**src/hdl/planar_pose_integrator_core_defines.svh**
```systemverilog
// Assertion macros for the pose integrator controller.
// No dependencies.
`ifndef PLANAR_POSE_INTEGRATOR_CORE_DEFINES_SVH
`define PLANAR_POSE_INTEGRATOR_CORE_DEFINES_SVH
// Implication checked on every rising clock edge outside reset.
`define PPI_ASSERT_IMPL(label, clk, rst_n, ante, cons, msg) \
    label: assert property (@(posedge clk) disable iff (!rst_n) (ante) |-> (cons)) \
        else $error(msg);
// Next-cycle implication checked outside reset.
`define PPI_ASSERT_NEXT(label, clk, rst_n, ante, cons, msg) \
    label: assert property (@(posedge clk) disable iff (!rst_n) (ante) |=> (cons)) \
        else $error(msg);
`endif

```
**src/hdl/ppi_pkg.sv**
```systemverilog
// Shared types, constants and command structs for the pose integrator.
// No dependencies.
`default_nettype none
package ppi_pkg;
    localparam int POS_WIDTH_DEF     = 32;
    localparam int POS_FRAC_BITS_DEF = 16;
    localparam int ANGLE_WIDTH_DEF   = 16;
    localparam int COUNT_WIDTH_DEF   = 16;
    localparam int ROT_STEPS         = 28;
    localparam logic [31:0] TWO_PI_Q29 = 32'd3373259426;
    localparam logic [31:0] GAIN_Q31   = 32'd1304065748;
    localparam logic [15:0] STEP_LIMIT_RESET = 16'd10000;

    localparam logic [1:0] OP_TICK = 2'd0;
    localparam logic [1:0] OP_SET  = 2'd1;
    localparam logic [1:0] OP_LOAD = 2'd2;

    localparam logic [2:0] MODE_STOP   = 3'd0;
    localparam logic [2:0] MODE_PAUSE  = 3'd1;
    localparam logic [2:0] MODE_CRAWL  = 3'd2;
    localparam logic [2:0] MODE_CREEP  = 3'd3;
    localparam logic [2:0] MODE_TARGET = 3'd4;

    localparam logic [2:0] REG_CENTRE_X   = 3'd0;
    localparam logic [2:0] REG_CENTRE_Y   = 3'd1;
    localparam logic [2:0] REG_TURN_STEP  = 3'd2;
    localparam logic [2:0] REG_CREEP_X    = 3'd3;
    localparam logic [2:0] REG_CREEP_Y    = 3'd4;
    localparam logic [2:0] REG_MOVE_DX    = 3'd5;
    localparam logic [2:0] REG_MOVE_DY    = 3'd6;
    localparam logic [2:0] REG_STEP_LIMIT = 3'd7;

    typedef enum logic [3:0] {
        ST_IDLE, ST_BODY, ST_MUL, ST_DIV, ST_SAT, ST_GAIN, ST_ROT, ST_SUM, ST_OUT
    } ctrl_state_t;

    // Controller to datapath commands.
    typedef struct packed {
        logic capture;   // latch the input item
        logic body;      // form crawl products / start divide
        logic mul;       // upper half of the crawl scale product
        logic div_step;  // one restoring divide step
        logic sat;       // saturate body step
        logic gain;      // gain prescale and quadrant rotation
        logic rot_step;  // one CORDIC micro-rotation
        logic commit;    // write back pose, mode and count
    } dp_cmd_t;

    // Datapath to controller status.
    typedef struct packed {
        logic is_tick_moving;
        logic is_target;
        logic div_done;
        logic rot_done;
    } dp_stat_t;

    function automatic logic [31:0] atan_entry(input logic [4:0] i);
        logic [31:0] r;
        unique case (i)
            5'd0:  r = 32'h20000000; 5'd1:  r = 32'h12E4051E;
            5'd2:  r = 32'h09FB385B; 5'd3:  r = 32'h051111D4;
            5'd4:  r = 32'h028B0D43; 5'd5:  r = 32'h0145D7E1;
            5'd6:  r = 32'h00A2F61E; 5'd7:  r = 32'h00517C55;
            5'd8:  r = 32'h0028BE53; 5'd9:  r = 32'h00145F2F;
            5'd10: r = 32'h000A2F98; 5'd11: r = 32'h000517CC;
            5'd12: r = 32'h00028BE6; 5'd13: r = 32'h000145F3;
            5'd14: r = 32'h0000A2FA; 5'd15: r = 32'h0000517D;
            5'd16: r = 32'h000028BE; 5'd17: r = 32'h0000145F;
            5'd18: r = 32'h00000A30; 5'd19: r = 32'h00000518;
            5'd20: r = 32'h0000028C; 5'd21: r = 32'h00000146;
            5'd22: r = 32'h000000A3; 5'd23: r = 32'h00000051;
            5'd24: r = 32'h00000029; 5'd25: r = 32'h00000014;
            5'd26: r = 32'h0000000A; 5'd27: r = 32'h00000005;
            default: r = 32'h0;
        endcase
        return r;
    endfunction
endpackage
`default_nettype wire

```
**src/hdl/ppi_ctrl.sv**
```systemverilog
// Sequencing state machine for the pose integrator.
// Depends on ppi_pkg and the assertion macro header.
`default_nettype none
`include "planar_pose_integrator_core_defines.svh"
module ppi_ctrl (
    input  wire logic            clk,
    input  wire logic            rst_n,
    input  wire logic            in_fire,
    input  wire logic            out_busy,
    input  wire logic            out_fire,
    input  wire ppi_pkg::dp_stat_t stat,
    output ppi_pkg::dp_cmd_t     cmd,
    output logic                 ready,
    output logic                 load_out
);
    ppi_pkg::ctrl_state_t state_reg, state_next;

    // State register.
    always_ff @(posedge clk or negedge rst_n)
    begin
        if (!rst_n)
            state_reg <= ppi_pkg::ST_IDLE;
        else
            state_reg <= state_next;
    end

    // Next state.
    always_comb
    begin
        state_next = state_reg;
        unique case (state_reg)
            ppi_pkg::ST_IDLE:
                if (in_fire) state_next = ppi_pkg::ST_BODY;
            ppi_pkg::ST_BODY:
            begin
                if (!stat.is_tick_moving)    state_next = ppi_pkg::ST_SUM;
                else if (stat.is_target)     state_next = ppi_pkg::ST_DIV;
                else                         state_next = ppi_pkg::ST_MUL;
            end
            ppi_pkg::ST_MUL:  state_next = ppi_pkg::ST_SAT;
            ppi_pkg::ST_DIV:
                if (stat.div_done) state_next = ppi_pkg::ST_SAT;
            ppi_pkg::ST_SAT:  state_next = ppi_pkg::ST_GAIN;
            ppi_pkg::ST_GAIN: state_next = ppi_pkg::ST_ROT;
            ppi_pkg::ST_ROT:
                if (stat.rot_done) state_next = ppi_pkg::ST_SUM;
            ppi_pkg::ST_SUM:  state_next = ppi_pkg::ST_OUT;
            ppi_pkg::ST_OUT:
                if (!out_busy || out_fire) state_next = ppi_pkg::ST_IDLE;
            default: state_next = ppi_pkg::ST_IDLE;
        endcase
    end

    // Outputs.
    always_comb
    begin
        cmd = '0;
        cmd.capture  = in_fire;
        cmd.body     = (state_reg == ppi_pkg::ST_BODY);
        cmd.mul      = (state_reg == ppi_pkg::ST_MUL);
        cmd.div_step = (state_reg == ppi_pkg::ST_DIV);
        cmd.sat      = (state_reg == ppi_pkg::ST_SAT);
        cmd.gain     = (state_reg == ppi_pkg::ST_GAIN);
        cmd.rot_step = (state_reg == ppi_pkg::ST_ROT);
        cmd.commit   = (state_reg == ppi_pkg::ST_SUM);
        ready        = (state_reg == ppi_pkg::ST_IDLE);
        load_out     = (state_reg == ppi_pkg::ST_OUT) && (!out_busy || out_fire);
    end

    `PPI_ASSERT_IMPL(a_accept_idle, clk, rst_n, in_fire, state_reg == ppi_pkg::ST_IDLE, "item accepted while busy")
    `PPI_ASSERT_NEXT(a_commit_out, clk, rst_n, cmd.commit, state_reg == ppi_pkg::ST_OUT, "commit not followed by output")
    `PPI_ASSERT_IMPL(a_load_free, clk, rst_n, load_out, !out_busy || out_fire, "output overwritten")
endmodule
`default_nettype wire

```
**config.mk**
```make
export PLATFORM = sky130hd
export DESIGN_NAME = ppi_ctrl
export DESIGN_NICKNAME = d
export VERILOG_FILES = /design/src/hdl/ppi_pkg.sv /design/src/hdl/ppi_ctrl.sv
export VERILOG_INCLUDE_DIRS = /design/src /design/src/hdl
export SDC_FILE = /design/constraint.sdc
export NUM_CORES = 1
export LEC_CHECK = 0
export ABC_CLOCK_PERIOD_IN_PS = 1790
export BUFFER_PORTS_ARGS = -buffer_cell sky130_fd_sc_hd__buf_2
export CAP_MARGIN = 40
export CORE_AREA = 2 2 39 41
export CTS_CLUSTER_DIAMETER = 30
export DETAILED_ROUTE_END_ITERATION = 8
export DIE_AREA = 0 0 41 43
export PLACE_DENSITY = 0.6
export SYNTH_ARGS = -nofsm -noshare
export SYNTH_HDL_FRONTEND = slang
export SYNTH_SLANG_ARGS = --single-unit
```
**constraint.sdc**
```tcl
create_clock -name clk -period 1.79 [get_ports clk]
set_input_delay 0.358 -clock clk [delete_from_list [all_inputs] [get_ports clk]]
set_output_delay 0.358 -clock clk [all_outputs]
set_load 0.01 [all_outputs]
```
; Word-level counts from Yosys, hierarchy flattened
; Index checks and enable logic that the tools add are counted.
[word_totals]
wordCells = 25
out_inout_bits = 10
inputBits = 9
regBits = 4
[classes]
eq_ne = 12
n_mux = 7
n_reduce_logical = 5
[ops]
columns = operator, count
row1 = one-hot mux 4 bit (9 select lines), 1
row2 = == test 4 x 3 -> 1 bit (second input constant), 4
row3 = 2-to-1 mux 4 bit, 4
row4 = == test 4 x 2 -> 1 bit (second input constant), 2
row5 = inequality test 2 bit (second input constant), 4
row6 = == test 4 x 1 -> 1 bit (second input constant), 1
row7 = == test 4 bit (second input constant), 1
row8 = logical NOT 4 bit, 1
row9 = AND reduction 4 bit, 1
row10 = 2-to-1 mux 3 bit, 1
row11 = logical AND 1 bit, 1
row12 = logical NOT 1 bit, 1
row13 = logical OR 1 bit, 1
row14 = 2-to-1 mux 1 bit, 1

; Logic depth before layout (Yosys ltp)
[depth]
word_depth = 4
ltp_mapped = 4
mapped_depth_nobuf = 3

; Worst setup path before layout
; Ideal clock, no wire load.
[synth_timing]
kind = reg-to-output
startpoint = reg state_reg[2]
endpoint = out load_out
arrival_ps = 1167
setup_slack_ps = 265
path_stages_with_launch = 3
path_buffers = 0
required_time_ps = 1432
path_cell_list = dfrtp_1 or4b_1 a21oi_1
[synth_via]
elab_chain_cells = 2
[synth_lines]
columns = element, line_no
row1 = "start, declared", ppi_ctrl.sv:16  ; ppi_pkg::ctrl_state_t state_reg, state_next;
row2 = "start signal, assigned", ppi_ctrl.sv:22  ; state_reg <= ppi_pkg::ST_IDLE;
row3 = "start signal, assigned", ppi_ctrl.sv:24  ; state_reg <= state_next;
row4 = == test 4 bit, ppi_ctrl.sv:67  ; load_out = (state_reg == ppi_pkg::ST_OUT) && (!out_busy || out_fire);
row5 = logical AND 1 bit, ppi_ctrl.sv:67
row6 = "end, declared", ppi_ctrl.sv:14  ; output logic load_out
; Every way passes these cells.

; Worst setup path in the final report
; Ends and elaborated chain as after synthesis.

==> impl_metrics.env <==
export IMPL_finalCritPeriodShare=0.973
export IMPL_ys_seq_area_frac=0.277
export IMPL_cts_setup_buffers=0
export IMPL_syn_nets=51
export IMPL_clockPowerShare=0.136
export IMPL_dp_cells=75
export IMPL_cp_required_ps=1430
export IMPL_p_comb_frac=0.676
export IMPL_rsz0062_at_grt="true"
export IMPL_hold_viol=0
export IMPL_antenna_found_initial=0
export IMPL_io_buffer_count=18
export IMPL_drive_gt1_frac=0.492
export IMPL_ys_seq_elements=4
export IMPL_p_sw_mw=0.368
export IMPL_relSlewSlack=0.809
export IMPL_path_clk_slew_ps=40
export IMPL_drtPass1Iterations=1
export IMPL_cts_tree="done"
export IMPL_netSwitchingFraction=0.443
export IMPL_place_area_um2=453
export IMPL_setup_viol=0
export IMPL_crit_arrival_ps=1380
export IMPL_largest_reg_flops=4
export IMPL_end_kind="output port"
export IMPL_start_util=0.261
export IMPL_coreArea_um2=1380
export IMPL_grt_max_degree=15
export IMPL_grt_pass1_wl_um=1280
export IMPL_finalNonFillerCells=79
export IMPL_routed_wl_um=824
export IMPL_timing_hold_ws_ps=344
export IMPL_drt_initial_drc_count=0
export IMPL_pre_cts_slack_ps=260
export IMPL_path_max_fanout=2
export IMPL_track_usage=0.107
export IMPL_die_x_um=41
export IMPL_syn_instance_count=42
export IMPL_ctsRootBufferMaster="clkbuf_4"
export IMPL_fin_ws_ps=47.8
export IMPL_dieArea_um2=1760
export IMPL_nFillCells=160
export IMPL_ir_worst_vdd_uv=282
export IMPL_grt_pass1_vias=303
export IMPL_period_minus_slack_ps=1740
export IMPL_maxSlewViolCount=0
export IMPL_antennaDiodeCount=0
export IMPL_final_nets=74
export IMPL_intPower_mw=0.463
export IMPL_h_tree_depth=1
export IMPL_final_area_um2=493
export IMPL_clock_latency_ps=240
export IMPL_status="completed"
export IMPL_die_h_um=43
export IMPL_area_delta_synth_final_pct=36.3
export IMPL_drc=0
export IMPL_synth_avg_cell_area_um2=8.61
export IMPL_antenna_left=0
export IMPL_netlist_area_um2=362
export IMPL_max_freq_mhz=574
export IMPL_worst_slew_pin_slew_ps=284
export IMPL_vias_per_cell=4.81
export IMPL_power_density_nw_per_um2=1690
export IMPL_holdCritPathClass="input pin to register"
export IMPL_ctsLongestPathBuffers=2
export IMPL_regArea_um2=100
export IMPL_rows=14
export IMPL_place_gp_congestion=0.623
export IMPL_boundaryPins=19
export IMPL_p_leak_nw=0.246
export IMPL_multiInputGateArea_um2=213
export IMPL_worst_setup_path_start_kind="register"
export IMPL_vias=380
export IMPL_cts_made_buffers=3
export IMPL_cap_violations=0
export IMPL_grt_overflow=0
export IMPL_yosysWarnings=0
export IMPL_use_met1=0.115
export IMPL_grt_met3_usage=0.0157
export IMPL_dp_hpwl_um=622
export IMPL_cts_sinks=4
export IMPL_busiest_layer="met2"
export IMPL_synth_cell_types=23
export IMPL_pwr_share_seq=0.188
export IMPL_crit_type="register to output port"
export IMPL_fin_skew_ps=0.106
export IMPL_met2_usage=0.184
export IMPL_post_drt_wl_per_cell_um=10.4
==> cells in the final DEF, fill, tap and decap left out, types with 2 or more instances in the layout <==
| cell | netlist | layout |
|---|---|---|
| buf_4 | 2 | 4 |
| nor3_1 | 4 | 4 |
| nor4_1 | 3 | 3 |
| inv_1 | 2 | 2 |
| dfrtp_1 | 4 | 4 |
| nor2_1 | 4 | 4 |
| nand2_1 | 2 | 2 |
| clkbuf_4 | 0 | 3 |
| buf_2 | 0 | 18 |
| nand2b_1 | 2 | 2 |
| o21ai_0 | 2 | 2 |
==> final timing paths <==
path                                           from                  endpoint  slack, ps  depth (start not counted)
min in group asynchronous                     rst_n  state_reg[3]$_DFFE_PN0P_        450                          2
max in group asynchronous                     rst_n  state_reg[2]$_DFFE_PN0P_       1220                          2
hold / removal                             out_fire  state_reg[3]$_DFFE_PN0P_        340                          2
setup reg to reg           state_reg[3]$_DFFE_PN0P_  state_reg[0]$_DFFE_PN0P_        390                          4
hold reg to reg            state_reg[2]$_DFFE_PN0P_  state_reg[3]$_DFFE_PN0P_        580                          2
setup / recovery           state_reg[2]$_DFFE_PN0P_                  load_out         50                          3
==> cells in the mapped netlist (all sizes together) <==
master / n / area (um2)
nor2: 4 / 15.0
nor4: 3 / 18.8
nand2: 2 / 7.51
nor2b: 1 / 6.26
o311a: 1 / 10.0
o32ai: 1 / 16.3
a21oi: 2 / 10.0
dfrtp: 4 / 100
buf: 5 / 48.8
nand2b: 3 / 26.3
or3: 1 / 6.26
and2b: 1 / 8.76
nor3: 4 / 20.0
inv: 2 / 7.51
or4b: 1 / 10.0
nand3: 1 / 5.00
or2b: 1 / 8.76
a311oi: 1 / 8.76
nand3b: 1 / 7.51
a41o: 1 / 10.0
o21ai: 2 / 10.0
==> area by class of cell <==
type | count | share of cell area
Multi-Input combinational cell | 31 | 0.431
Timing Repair Buffer | 23 | 0.264
Sequential cell | 4 | 0.203
Clock buffer | 3 | 0.0457
Tap cell | 16 | 0.0406
Inverter | 2 | 0.0152
==> what timing repair did <==
action / 4_1_cts / 5_1_grt
endpoints found under the hold margin: 4 / 0
hold buffers: 1 / 0
resized for setup: 0 / 2
setup endpoints to repair: 0 / 1
==> metrics by stage <==
step	total power [mW]	utilization	TNS, ps
floorplan	0.589	-	0
global placement	0.711	0.327	0
detailed placement	0.719	0.327	0
CTS	0.837	0.351	0
global route	0.905	0.356	-9.04
finish	0.831	0.356	0
==> worst max-delay path, cell delays in order (launching register included) <==
cell	delay (ps)
dfrtp_1	370
or4b_4	550
a21oi_2	100
buf_2	130
==> per-layer routing <==
layer,vias up,share of wire,wire length [um]
met2,14,0.47,387
met3,2,0.070,58
met5,-,0,0
li1,195,-,-
met1,169,0.43,358
met4,0,0.023,19
==> power by group through the flow <==
stage	clock network [mW]	registers (mW)	logic (mW)
CTS	0.116	0.153	0.567
detailed placement	0	0.155	0.564
global route	0.119	0.165	0.620
global placement	0	0.154	0.558
finish	0.113	0.156	0.561
floorplan	0	0.177	0.412
==> kinds of logic (layout without fill, tap and decap cells) <==
group                  Yosys count  after routing  share of synthesized area
DFF                              4              4                      0.277
and+or+nand+nor                 23             23                      0.388
buffers and inverters            7             28                      0.156
AOI/OAI and AO/OA                8              8                      0.180
No activity file was read; power rests on OpenSTA's default activity.
